--- config.mk ---
export PLATFORM = sky130hd
export DESIGN_NAME = http_header_value_encoder_top
export DESIGN_NICKNAME = d
export VERILOG_FILES = /design/src/rtl/core/hhve_pkg.sv /design/src/rtl/core/http_header_value_encoder_top.sv /design/src/rtl/core/hhve_dp.sv /design/src/rtl/core/hhve_ctrl.sv
export SDC_FILE = /design/constraint.sdc
export NUM_CORES = 1
export LEC_CHECK = 0
export BUFFER_PORTS_ARGS = -buffer_cell sky130_fd_sc_hd__buf_2
export CORE_MARGIN = 1.5
export CORE_UTILIZATION = 60
export DETAILED_ROUTE_END_ITERATION = 8
export PLACE_DENSITY = 0.8
export SETUP_SLACK_MARGIN = 0.02
export SYNTH_ARGS = -nofsm -noshare
export SYNTH_HDL_FRONTEND = slang
export SYNTH_SLANG_ARGS = --single-unit
--- constraint.sdc ---
create_clock -name aclk -period 2.8 [get_ports aclk]
set_clock_uncertainty 0.15 [all_clocks]
set_input_delay 0.14 -clock aclk [delete_from_list [all_inputs] [get_ports aclk]]
set_output_delay 0.14 -clock aclk [all_outputs]
set_load 0.01 [all_outputs]
--- src/rtl/core/hhve_pkg.sv ---
// Shared types and constants for the header value sanitizer.
package hhve_pkg;

    localparam logic [1:0] KIND_DATA     = 2'd0;
    localparam logic [1:0] KIND_OK       = 2'd1;
    localparam logic [1:0] KIND_ILLEGAL  = 2'd2;
    localparam logic [1:0] KIND_OVERFLOW = 2'd3;

    localparam logic [1:0] FAULT_NONE = 2'd0;

    localparam logic [7:0] CHAR_TAB   = 8'h09;
    localparam logic [7:0] CHAR_SPACE = 8'h20;
    localparam logic [7:0] CHAR_TILDE = 8'h7E;
    localparam logic [7:0] CHAR_NBSP  = 8'hA0;
    localparam logic [7:0] CHAR_TOP   = 8'hFF;
    localparam logic [7:0] LEAD_MIN   = 8'hC0;

    typedef struct packed {
        logic [7:0] in_byte;
        logic       in_last;
    } in_beat_t;

    typedef struct packed {
        logic [7:0]  out_byte;
        logic [1:0]  out_kind;
        logic [15:0] out_length;
        logic        out_last;
    } out_beat_t;

    typedef struct packed {
        logic load_in;
        logic pick_lead;
        logic pick_byte;
        logic set_lead;
        logic eval;
        logic emit_blank;
        logic emit_point;
        logic emit_status;
    } dp_cmd_t;

    typedef struct packed {
        logic fault_none;
        logic lead_pending;
        logic byte_hi;
        logic in_last;
        logic used;
        logic ev_emit;
        logic blanks_none;
        logic blanks_one;
        logic out_free;
    } dp_sts_t;

endpackage

--- src/rtl/core/http_header_value_encoder_top.sv ---
// Top level of the header value sanitizer: controller plus datapath.
// Each input beat passes through intake, lead check, byte check and finish steps, plus an evaluate
// step per character evaluated, a send step per character sent and a flush step per held blank;
// a stalled m_ready holds the flush and send steps and the finish step of a value's last beat.
// A result beat is registered at its flush, send or finish step and waits in the output register.
// Reset (aresetn low, synchronous) clears all per-value state and drops any pending result.
module http_header_value_encoder_top #(
    parameter int              BLANK_DEPTH = 32,
    parameter longint unsigned LENGTH_MAX  = 65535
) (
    input  logic                aclk,
    input  logic                aresetn,
    input  logic                s_valid,
    output logic                s_ready,
    input  hhve_pkg::in_beat_t  s_data,
    output logic                m_valid,
    input  logic                m_ready,
    output hhve_pkg::out_beat_t m_data
);
    import hhve_pkg::*;

    dp_cmd_t cmd;
    dp_sts_t sts;

    hhve_ctrl u_ctrl (
        .aclk    (aclk),
        .aresetn (aresetn),
        .s_valid (s_valid),
        .s_ready (s_ready),
        .sts     (sts),
        .cmd     (cmd)
    );

    hhve_dp #(
        .BLANK_DEPTH (BLANK_DEPTH),
        .LENGTH_MAX  (LENGTH_MAX)
    ) u_dp (
        .aclk    (aclk),
        .aresetn (aresetn),
        .s_data  (s_data),
        .cmd     (cmd),
        .sts     (sts),
        .m_ready (m_ready),
        .m_valid (m_valid),
        .m_data  (m_data)
    );

endmodule

--- src/rtl/core/hhve_dp.sv ---
// Datapath: input latch, lead byte, blank store, counters and result register.
module hhve_dp #(
    parameter int              BLANK_DEPTH = 32,
    parameter longint unsigned LENGTH_MAX  = 65535
) (
    input  logic                aclk,
    input  logic                aresetn,
    input  hhve_pkg::in_beat_t  s_data,
    input  hhve_pkg::dp_cmd_t   cmd,
    output hhve_pkg::dp_sts_t   sts,
    input  logic                m_ready,
    output logic                m_valid,
    output hhve_pkg::out_beat_t m_data
);
    import hhve_pkg::*;

    localparam int CW = $clog2(BLANK_DEPTH + 1);
    localparam logic [15:0] LEN_CAP =
        (LENGTH_MAX < 64'd65535) ? 16'(LENGTH_MAX) : 16'hFFFF;

    logic [7:0]             in_byte_reg, in_byte_next;
    logic                   in_last_reg, in_last_next;
    logic                   used_reg, used_next;
    logic [10:0]            point_reg, point_next;
    logic                   seen_reg, seen_next;
    logic                   lead_pending_reg, lead_pending_next;
    logic [7:0]             lead_value_reg, lead_value_next;
    logic [CW-1:0]          blank_count_reg, blank_count_next;
    logic [BLANK_DEPTH-1:0] blank_tab_reg, blank_tab_next;
    logic [15:0]            kept_reg, kept_next;
    logic [1:0]             fault_reg, fault_next;
    logic                   m_valid_reg, m_valid_next;
    out_beat_t              m_data_reg, m_data_next;

    logic        byte_cont;
    logic [10:0] pair_point;
    logic        pt_blank, pt_pass, out_free;
    logic [15:0] kept_inc;

    assign byte_cont  = (in_byte_reg[7:6] == 2'b10);
    assign pair_point = (lead_value_reg[7:5] == 3'b110) ?
                        {lead_value_reg[4:0], in_byte_reg[5:0]} : 11'd0;
    assign pt_blank   = (point_reg == {3'b000, CHAR_SPACE}) ||
                        (point_reg == {3'b000, CHAR_TAB});
    assign pt_pass    = ((point_reg >= {3'b000, CHAR_SPACE}) &&
                         (point_reg <= {3'b000, CHAR_TILDE})) ||
                        ((point_reg >= {3'b000, CHAR_NBSP}) &&
                         (point_reg <= {3'b000, CHAR_TOP}));
    assign out_free   = !m_valid_reg || m_ready;
    assign kept_inc   = (kept_reg < LEN_CAP) ? kept_reg + 16'd1 : kept_reg;

    always_comb begin
        in_byte_next      = in_byte_reg;
        in_last_next      = in_last_reg;
        used_next         = used_reg;
        point_next        = point_reg;
        seen_next         = seen_reg;
        lead_pending_next = lead_pending_reg;
        lead_value_next   = lead_value_reg;
        blank_count_next  = blank_count_reg;
        blank_tab_next    = blank_tab_reg;
        kept_next         = kept_reg;
        fault_next        = fault_reg;
        m_valid_next      = m_valid_reg && !m_ready;
        m_data_next       = m_data_reg;

        if (cmd.load_in) begin
            in_byte_next = s_data.in_byte;
            in_last_next = s_data.in_last;
            used_next    = 1'b0;
        end
        if (cmd.pick_lead) begin
            lead_pending_next = 1'b0;
            used_next         = byte_cont;
            point_next        = byte_cont ? pair_point : {3'b000, lead_value_reg};
        end
        if (cmd.pick_byte) begin
            point_next = {3'b000, in_byte_reg};
        end
        if (cmd.set_lead) begin
            lead_pending_next = 1'b1;
            lead_value_next   = in_byte_reg;
        end
        if (cmd.eval && (fault_reg == FAULT_NONE)) begin
            if (!pt_blank) begin
                seen_next = 1'b1;
                if (!pt_pass) begin
                    fault_next = KIND_ILLEGAL;
                end
            end else if (seen_reg) begin
                if (blank_count_reg == CW'(BLANK_DEPTH)) begin
                    fault_next = KIND_OVERFLOW;
                end else begin
                    for (int i = 0; i < BLANK_DEPTH; i++) begin
                        if (blank_count_reg == CW'(i)) begin
                            blank_tab_next[i] = (point_reg[7:0] == CHAR_TAB);
                        end
                    end
                    blank_count_next = blank_count_reg + CW'(1);
                end
            end
        end
        if (cmd.emit_blank) begin
            m_valid_next            = 1'b1;
            m_data_next.out_byte    = blank_tab_reg[0] ? CHAR_TAB : CHAR_SPACE;
            m_data_next.out_kind    = KIND_DATA;
            m_data_next.out_length  = 16'd0;
            m_data_next.out_last    = 1'b0;
            blank_tab_next          = blank_tab_reg >> 1;
            blank_count_next        = blank_count_reg - CW'(1);
            kept_next               = kept_inc;
        end
        if (cmd.emit_point) begin
            m_valid_next            = 1'b1;
            m_data_next.out_byte    = point_reg[7:0];
            m_data_next.out_kind    = KIND_DATA;
            m_data_next.out_length  = 16'd0;
            m_data_next.out_last    = 1'b0;
            kept_next               = kept_inc;
        end
        if (cmd.emit_status) begin
            m_valid_next            = 1'b1;
            m_data_next.out_byte    = 8'd0;
            m_data_next.out_kind    = (fault_reg == FAULT_NONE) ? KIND_OK : fault_reg;
            m_data_next.out_length  = (fault_reg == FAULT_NONE) ? kept_reg : 16'd0;
            m_data_next.out_last    = 1'b1;
            seen_next               = 1'b0;
            lead_pending_next       = 1'b0;
            blank_count_next        = '0;
            blank_tab_next          = '0;
            kept_next               = 16'd0;
            fault_next              = FAULT_NONE;
        end
    end

    always_ff @(posedge aclk) begin
        if (!aresetn) begin
            seen_reg         <= 1'b0;
            lead_pending_reg <= 1'b0;
            blank_count_reg  <= '0;
            blank_tab_reg    <= '0;
            kept_reg         <= 16'd0;
            fault_reg        <= FAULT_NONE;
            m_valid_reg      <= 1'b0;
            used_reg         <= 1'b0;
        end else begin
            seen_reg         <= seen_next;
            lead_pending_reg <= lead_pending_next;
            blank_count_reg  <= blank_count_next;
            blank_tab_reg    <= blank_tab_next;
            kept_reg         <= kept_next;
            fault_reg        <= fault_next;
            m_valid_reg      <= m_valid_next;
            used_reg         <= used_next;
        end
    end

    always_ff @(posedge aclk) begin
        in_byte_reg    <= in_byte_next;
        in_last_reg    <= in_last_next;
        point_reg      <= point_next;
        lead_value_reg <= lead_value_next;
        m_data_reg     <= m_data_next;
    end

    assign sts.fault_none   = (fault_reg == FAULT_NONE);
    assign sts.lead_pending = lead_pending_reg;
    assign sts.byte_hi      = (in_byte_reg >= LEAD_MIN);
    assign sts.in_last      = in_last_reg;
    assign sts.used         = used_reg;
    assign sts.ev_emit      = (fault_reg == FAULT_NONE) && !pt_blank && pt_pass;
    assign sts.blanks_none  = (blank_count_reg == '0);
    assign sts.blanks_one   = (blank_count_reg == CW'(1));
    assign sts.out_free     = out_free;

    assign m_valid = m_valid_reg;
    assign m_data  = m_data_reg;

endmodule

--- src/rtl/core/hhve_ctrl.sv ---
// Controller state machine that sequences one input beat through the datapath.
module hhve_ctrl (
    input  logic              aclk,
    input  logic              aresetn,
    input  logic              s_valid,
    output logic              s_ready,
    input  hhve_pkg::dp_sts_t sts,
    output hhve_pkg::dp_cmd_t cmd
);
    import hhve_pkg::*;

    typedef enum logic [6:0] {
        ST_IDLE   = 7'b0000001,
        ST_LEAD   = 7'b0000010,
        ST_BYTE   = 7'b0000100,
        ST_EVAL   = 7'b0001000,
        ST_FLUSH  = 7'b0010000,
        ST_SEND   = 7'b0100000,
        ST_FINISH = 7'b1000000
    } state_t;

    state_t state_reg, state_next;
    logic   after_byte_reg, after_byte_next;
    state_t ret_state;

    assign ret_state = after_byte_reg ? ST_FINISH : ST_BYTE;
    assign s_ready   = (state_reg == ST_IDLE);

    always_comb begin
        state_next      = state_reg;
        after_byte_next = after_byte_reg;
        cmd             = '0;
        unique case (state_reg)
            ST_IDLE: begin
                if (s_valid) begin
                    cmd.load_in     = 1'b1;
                    after_byte_next = 1'b0;
                    state_next      = ST_LEAD;
                end
            end
            ST_LEAD: begin
                if (sts.fault_none && sts.lead_pending) begin
                    cmd.pick_lead = 1'b1;
                    state_next    = ST_EVAL;
                end else begin
                    state_next = ST_BYTE;
                end
            end
            ST_BYTE: begin
                after_byte_next = 1'b1;
                if (!sts.used && sts.fault_none) begin
                    if (sts.byte_hi && !sts.in_last) begin
                        cmd.set_lead = 1'b1;
                        state_next   = ST_FINISH;
                    end else begin
                        cmd.pick_byte = 1'b1;
                        state_next    = ST_EVAL;
                    end
                end else begin
                    state_next = ST_FINISH;
                end
            end
            ST_EVAL: begin
                cmd.eval = 1'b1;
                if (sts.ev_emit) begin
                    state_next = sts.blanks_none ? ST_SEND : ST_FLUSH;
                end else begin
                    state_next = ret_state;
                end
            end
            ST_FLUSH: begin
                if (sts.out_free) begin
                    cmd.emit_blank = 1'b1;
                    if (sts.blanks_one) begin
                        state_next = ST_SEND;
                    end
                end
            end
            ST_SEND: begin
                if (sts.out_free) begin
                    cmd.emit_point = 1'b1;
                    state_next     = ret_state;
                end
            end
            ST_FINISH: begin
                if (!sts.in_last) begin
                    state_next = ST_IDLE;
                end else if (sts.out_free) begin
                    cmd.emit_status = 1'b1;
                    state_next      = ST_IDLE;
                end
            end
            default: begin
                state_next = ST_IDLE;
            end
        endcase
    end

    always_ff @(posedge aclk) begin
        if (!aresetn) begin
            state_reg      <= ST_IDLE;
            after_byte_reg <= 1'b0;
        end else begin
            state_reg      <= state_next;
            after_byte_reg <= after_byte_next;
        end
    end

endmodule

==> results of run 1 <==
-- layout make-up --
type / count / area, sq um / share of cell area, %
flip-flops and latches: 123 / 2890 / 43.3
well taps: 111 / 139 / 2.08
inverters: 10 / 37.5 / 0.562
repair buffers: 70 / 468 / 7.01
clock buffers: 20 / 425 / 6.37
clock inverters: 12 / 103 / 1.54
multi-input cells: 435 / 2610 / 39.1
-- metal layers --
layer,part of all wire (%),GRT usage [%],vias up,wire length [um]
met5,0,0,-,0
met4,1.5,9.43,0,196
met3,6.3,5.92,23,811
met2,49,45.1,200,6320
met1,43,34.4,2323,5620
li1,-,-,2327,-
-- report_power, final --
part           total, W  switching (W)  internal (W)
sequential      0.00187      0.0000128       0.00186
combinational  0.000104      0.0000588     0.0000450
clock           0.00195       0.000777       0.00117
-- final timing paths --
| path | slack (ns) | end | from |
|---|---|---|---|
| worst max-delay path | 0.09 | u_dp.kept_reg[9]$_SDFFE_PP0P_ | u_ctrl.state_reg[6]$_SDFFE_PN0P_ |
| worst min-delay path | 0.19 | u_dp.in_last_reg$_DFFE_PP_ | s_data[0] |
| worst max register to register | 0.09 | u_dp.kept_reg[9]$_SDFFE_PP0P_ | u_ctrl.state_reg[6]$_SDFFE_PN0P_ |
| worst min register to register | 0.30 | u_dp.lead_value_reg[5]$_DFFE_PP_ | u_dp.in_byte_reg[5]$_DFFE_PP_ |
-- placed cells by master (no fill, tap or decap), types with 5 or more instances in the layout --
cell / count
xor2_1: 7
dlygate4sd3_1: 13
dfxtp_1: 80
buf_4: 15
nor3b_1: 5
xnor2_1: 7
and2_1: 22
inv_1: 10
clkbuf_16: 16
mux2i_1: 17
edfxtp_1: 43
a31oi_1: 21
nor3_1: 18
or3_1: 6
buf_2: 41
and3_1: 6
ha_1: 6
nand4_1: 17
nor2_1: 46
o21ai_0: 54
nand3_1: 36
nand2_1: 45
a22o_1: 12
or2_2: 5
nor2b_1: 10
a211oi_1: 5
a21oi_1: 33
nand2b_1: 10
-- cell families after synthesis --
group / count (synthesis) / synth area share [%]
xor+xnor: 14 / 2.17
simple gates: 253 / 24.1
fa+ha+maj: 6 / 1.33
mux: 17 / 3.01
buf+inv: 45 / 3.01
flops: 123 / 51.1
compound gates: 145 / 15.3
-- what timing repair did --
item,4_1_cts,5_1_grt
hold buffers,13,0
endpoints found under the hold margin,20,0
setup endpoints to repair,0,1
gates resized for setup,0,1
-- metrics by stage --
stage / cells / instance area, sq um / power [W]
3_5_place_dp: 736 / 6010 / 0.00200
3_3_place_gp: 736 / 6010 / 0.00199
2_1_floorplan: 603 / 5660 / 0.00197
5_1_grt: 781 / 6680 / 0.00402
6_report: 781 / 6680 / 0.00392
4_1_cts: 781 / 6670 / 0.00393
==> run metrics, run 1 <==
Die Wd=100 um; max reg flops=32; Mean Syn Cell Area=9.39 sq um; pwr dens=587 nW/um^2; slowest CP cell=or4b_4; YS warnings=0; Layout Nets=676; net count after synthesis=622; WHS Path Cells=2; final setup margin=0.0945 ns; clk buf depth=2; Top FF cell, synth=dfxtp_1; Setup violations, final=0; cell area after synthesis=5660 sq um; post-synth top area cell=dfxtp_1; Critical Setup Path Class=reg2reg; setup TNS after final layout=0 ns; crit-path cells=or3_4 > or4_4 > or4b_4 > or3_1 > a21oi_2; count leader, synth=dfxtp_1; # clock sinks=123; Total GRT Usage=26.8%; TritonCTS buffer count=17; Largest delay share family, worst path=simple AND/OR/NAND/NOR gates; # port buffers=41; TritonRoute pass-1 iters=5; critical path arrival=3.00 ns; vias in the first global route=4501; Post-synth EDFFs=43; core area=9200 sq um; post-detailed-route count of antenna-violating nets=0; via count=4873; share of cells above drive strength 1=14.9%; GPL Wtd Cong=0.951; period utilisation layout=96.6%; CTS Root Cell=clkbuf_8; Slew headroom=37.1%; Post-synth ARST share=0%; Post CTS Setup Buffer Count=0; Mapped Cells=603; sequential area share after synthesis=51.1%; Hold WC Path Type=in2reg; CP Launch Type=flip-flop; Crit path depth=5; Worst-Margin Slew=0.943 ns; area grow syn2layout=17.9%; worst hold slack=0.186 ns; Post-Route WL=13.0 mm; top cells by area, synth=dfxtp_1, edfxtp_1, o21ai_0; DR DRC count=0; Die Y=100 um; CTS HTree Levels=4; min cycle time layout=2.71 ns; clk slew on worst S/H paths=0.06 ns; Util after Layout=72.6%; Initial Util=61.6%; # rows=35; outcome=finished, final reports clean; Leakage=2.53 nW; global-route wire length before repair=21.2 mm; placed wire-length estimate=8.47 mm; initial antenna violation count=0; antenna cells=0; R2R cell count=5; count of pins over their slew limit=0; RSZ-0062 raised after global routing=false; Fill cells=658; Crit. End Element=flip-flop; initial DRC count=310; pre-CTS setup slack=0.132 ns; fmax=0.370 GHz; Clk Latency, worst-skew pair=0.52 ns; largest net degree at the start of global routing=64; top-area cell type share of the netlist area=28.3%; IO Pins=42; crit path buf inv count=0; synthesized flop and latch total=123; critical path required time=3.10 ns; Congestion Overflow GR=0; top post-synthesis cells by count=dfxtp_1, o21ai_0, nor2_1; WL/cell=16.6 um; die area=10000 sq um; CTS tree=done; max_cap viols=0; crit path max fanout=7; final hold violations=0; Yosys cell types=52; VDD IR max=0.487 mV; routed vias/inst=6.24; Max stage delay on crit path=0.59 ns
No activity file was read; power rests on OpenSTA's default activity.
==> run 2: changes to the inputs <==
--- a/config.mk
+++ b/config.mk
@@ -7,9 +7,9 @@
 export LEC_CHECK = 0
 export BUFFER_PORTS_ARGS = -buffer_cell sky130_fd_sc_hd__buf_2
 export CORE_MARGIN = 1.5
-export CORE_UTILIZATION = 60
+export CORE_UTILIZATION = 64
 export DETAILED_ROUTE_END_ITERATION = 8
-export PLACE_DENSITY = 0.8
+export PLACE_DENSITY = 0.84
 export SETUP_SLACK_MARGIN = 0.02
 export SYNTH_ARGS = -nofsm -noshare
 export SYNTH_HDL_FRONTEND = slang
==> constraint.sdc (replaced) <==
create_clock -name aclk -period 3.2 [get_ports aclk]
set_clock_uncertainty 0.15 [all_clocks]
set_input_delay 0.16 -clock aclk [delete_from_list [all_inputs] [get_ports aclk]]
set_output_delay 0.16 -clock aclk [all_outputs]
set_load 0.01 [all_outputs]
==> run 2 against run 1 <==
Against the previous run: global-route usage up 3.0 points; hold slack better by 0.011 ns; combinational power down 12%; wire length up 5.2%; utilization up 4.5 points; maximum frequency down 0.81%; final cell count down 1.0%; first-iteration DRC count up 7.7%; clock power down 5%; power down 8.6%; via count down 0.23%; critical endpoint is now u_dp.blank_tab_reg[5]$_SDFFE_PP0P_; largest cell class unchanged; largest power group unchanged; highest routed layer unchanged.
==> run metrics, run 2 (same netlist as run 1, synthesis figures left out) <==
Layout Nets=671 (was 676); setup TNS after final layout=0 ns (unchanged); post-detailed-route count of antenna-violating nets=0 (unchanged); Crit. End Element=flip-flop (unchanged); R2R cell count=6 (was 5); Die Wd=97.0 um (was 100 um); Die Y=97.0 um (was 100 um); placed wire-length estimate=8.41 mm (was 8.47 mm); final hold violations=0 (unchanged); Worst Hold Endpoint=u_dp.in_last_reg$_DFFE_PP_ (unchanged); Worst-Margin Slew=0.924 ns (was 0.943 ns); most frequent cells in the layout=dfxtp_1, o21ai_0, nor2_1, nand2_1, edfxtp_1 (unchanged); max_cap viols=0 (unchanged); critical path arrival=3.00 ns (about the same); Post-Route WL=13.6 mm (was 13.0 mm); DR DRC count=0 (unchanged); CP Launch Type=flip-flop (unchanged); Initial Util=65.5% (was 61.6%); fmax=0.367 GHz (was 0.370 GHz); pwr dens=539 nW/um^2 (was 587 nW/um^2); Total GRT Usage=29.8% (was 26.8%); TritonRoute pass-1 iters=5 (unchanged); Util after Layout=77.1% (was 72.6%); Post-DP Area=5960 sq um (was 6010 sq um); min-delay src=s_data[0] (unchanged); post-route cell area=6660 sq um (was 6680 sq um); area grow syn2layout=17.6% (was 17.9%); RSZ-0062 raised after global routing=false (unchanged); share of cells above drive strength 1=14.0% (was 14.9%); R2R Path Start=u_ctrl.state_reg[0]$_SDFFE_PN1P_ (was u_ctrl.state_reg[6]$_SDFFE_PN0P_); via count=4862 (was 4873); antenna cells=0 (unchanged); initial DRC count=334 (was 310); core area=8640 sq um (was 9200 sq um); WL/cell=17.6 um (was 16.6 um); count of pins over their slew limit=0 (unchanged); Critical Setup Path Class=reg2reg (unchanged); clk buf depth=2 (unchanged); die area=9420 sq um (was 10000 sq um); VDD IR max=0.476 mV (was 0.487 mV); Hold WC Path Type=in2reg (unchanged); WHS Path Cells=2 (unchanged); TritonCTS buffer count=17 (unchanged); largest net degree at the start of global routing=44 (was 64); Clk Latency, worst-skew pair=0.52 ns (about the same); clk slew on worst S/H paths=0.06 ns (about the same); initial antenna violation count=0 (unchanged); IO Pins=42 (unchanged); commonest non-fill, non-tap cell in the layout=dfxtp_1 (unchanged); # port buffers=41 (unchanged); period utilisation layout=85.2% (was 96.6%); outcome=finished, final reports clean (unchanged); Post CTS Setup Buffer Count=0 (unchanged); min cycle time layout=2.73 ns (was 2.71 ns); # rows=34 (was 35); GPL Wtd Cong=0.952 (was 0.951); vias in the first global route=4680 (was 4501); CTS HTree Levels=4 (unchanged); FF-to-FF End=u_dp.blank_tab_reg[5]$_SDFFE_PP0P_ (was u_dp.kept_reg[9]$_SDFFE_PP0P_); max reg flops=32 (unchanged); R2R setup slack=0.47 ns (was 0.09 ns); Slew headroom=38.4% (was 37.1%); CTS resizes=0 (unchanged); worst hold slack=0.196 ns (was 0.186 ns); # clock sinks=123 (unchanged); Leakage=2.53 nW (about the same); crit path max fanout=32 (was 7); critical path required time=3.47 ns (was 3.10 ns); CTS Root Cell=clkbuf_8 (unchanged); Setup violations, final=0 (unchanged); Congestion Overflow GR=0 (unchanged); routed vias/inst=6.29 (was 6.24); global-route wire length before repair=22.3 mm (was 21.2 mm); CTS tree=done (unchanged)
run 2: how the worst max path moves through the flow:
| stage | endpoint | startpoint | slack (ns) |
|---|---|---|---|
| after CTS | u_dp.m_data[1]$_SDFFCE_PN0P_ | u_ctrl.state_reg[0]$_SDFFE_PN1P_ | 0.54 |
| after global routing | u_dp.blank_tab_reg[5]$_SDFFE_PP0P_ | u_ctrl.state_reg[0]$_SDFFE_PN1P_ | 0.29 |
| after global placement | u_dp.kept_reg[9]$_SDFFE_PP0P_ | u_ctrl.state_reg[6]$_SDFFE_PN0P_ | 0.63 |
| after floorplan | u_dp.kept_reg[9]$_SDFFE_PP0P_ | u_ctrl.state_reg[6]$_SDFFE_PN0P_ | 0.70 |
| after detailed placement | u_dp.kept_reg[9]$_SDFFE_PP0P_ | u_ctrl.state_reg[6]$_SDFFE_PN0P_ | 0.60 |
| final | u_dp.blank_tab_reg[5]$_SDFFE_PP0P_ | u_ctrl.state_reg[0]$_SDFFE_PN1P_ | 0.47 |
run 2: final cells by class:
class / count / area [sq um]
timing repair buffer: 65 / 418
clock buffer: 25 / 474
tap: 108 / 135
clock inverter: 7 / 91.3
fill: 588 / 1980
sequential: 123 / 2890
multi-input combinational: 435 / 2610
inverter: 10 / 37.5
run 2: timing repair:
| action | CTS | global route |
|---|---|---|
| setup endpoints to repair | 0 | 0 |
| hold endpoints to repair | 19 | 0 |
| hold buffers | 13 | 0 |
run 2: where the power goes:
part	switching, W	internal (W)	leakage (nW)	total [W]
Combinational	0.0000516	0.0000400	1.17	0.0000916
Sequential	0.0000115	0.00163	1.07	0.00164
Clock	0.000684	0.00117	0.281	0.00185
Total	0.000747	0.00284	2.53	0.00358
run 2: through the flow:
| step | worst slack [ns] | power, W | cells |
|---|---|---|---|
| floorplan | 0.698 | 0.00172 | 603 |
| global placement | 0.633 | 0.00174 | 728 |
| detailed placement | 0.597 | 0.00175 | 728 |
| CTS | 0.541 | 0.00359 | 773 |
| global route | 0.287 | 0.00368 | 773 |
| finish | 0.472 | 0.00358 | 773 |
run 2: metal layers:
| metal | share of wire (%) | up-vias | wire length [um] | track usage [%] |
|---|---|---|---|---|
| met5 | 0 | - | 0 | 0 |
| met4 | 3.0 | 0 | 405 | 13.5 |
| met3 | 5.4 | 38 | 737 | 7.88 |
| met2 | 49 | 203 | 6740 | 50.2 |
| met1 | 42 | 2310 | 5740 | 35.8 |
| li1 | - | 2311 | - | - |
run 2: worst max-delay path: stages (launching register included):
cell and delay, ns:
dfxtp_1 0.46, or2_1 0.27, nor3_1 0.12, nand3_1 0.28, and2_1 0.79, o21ai_0 0.27, a31oi_1 0.28
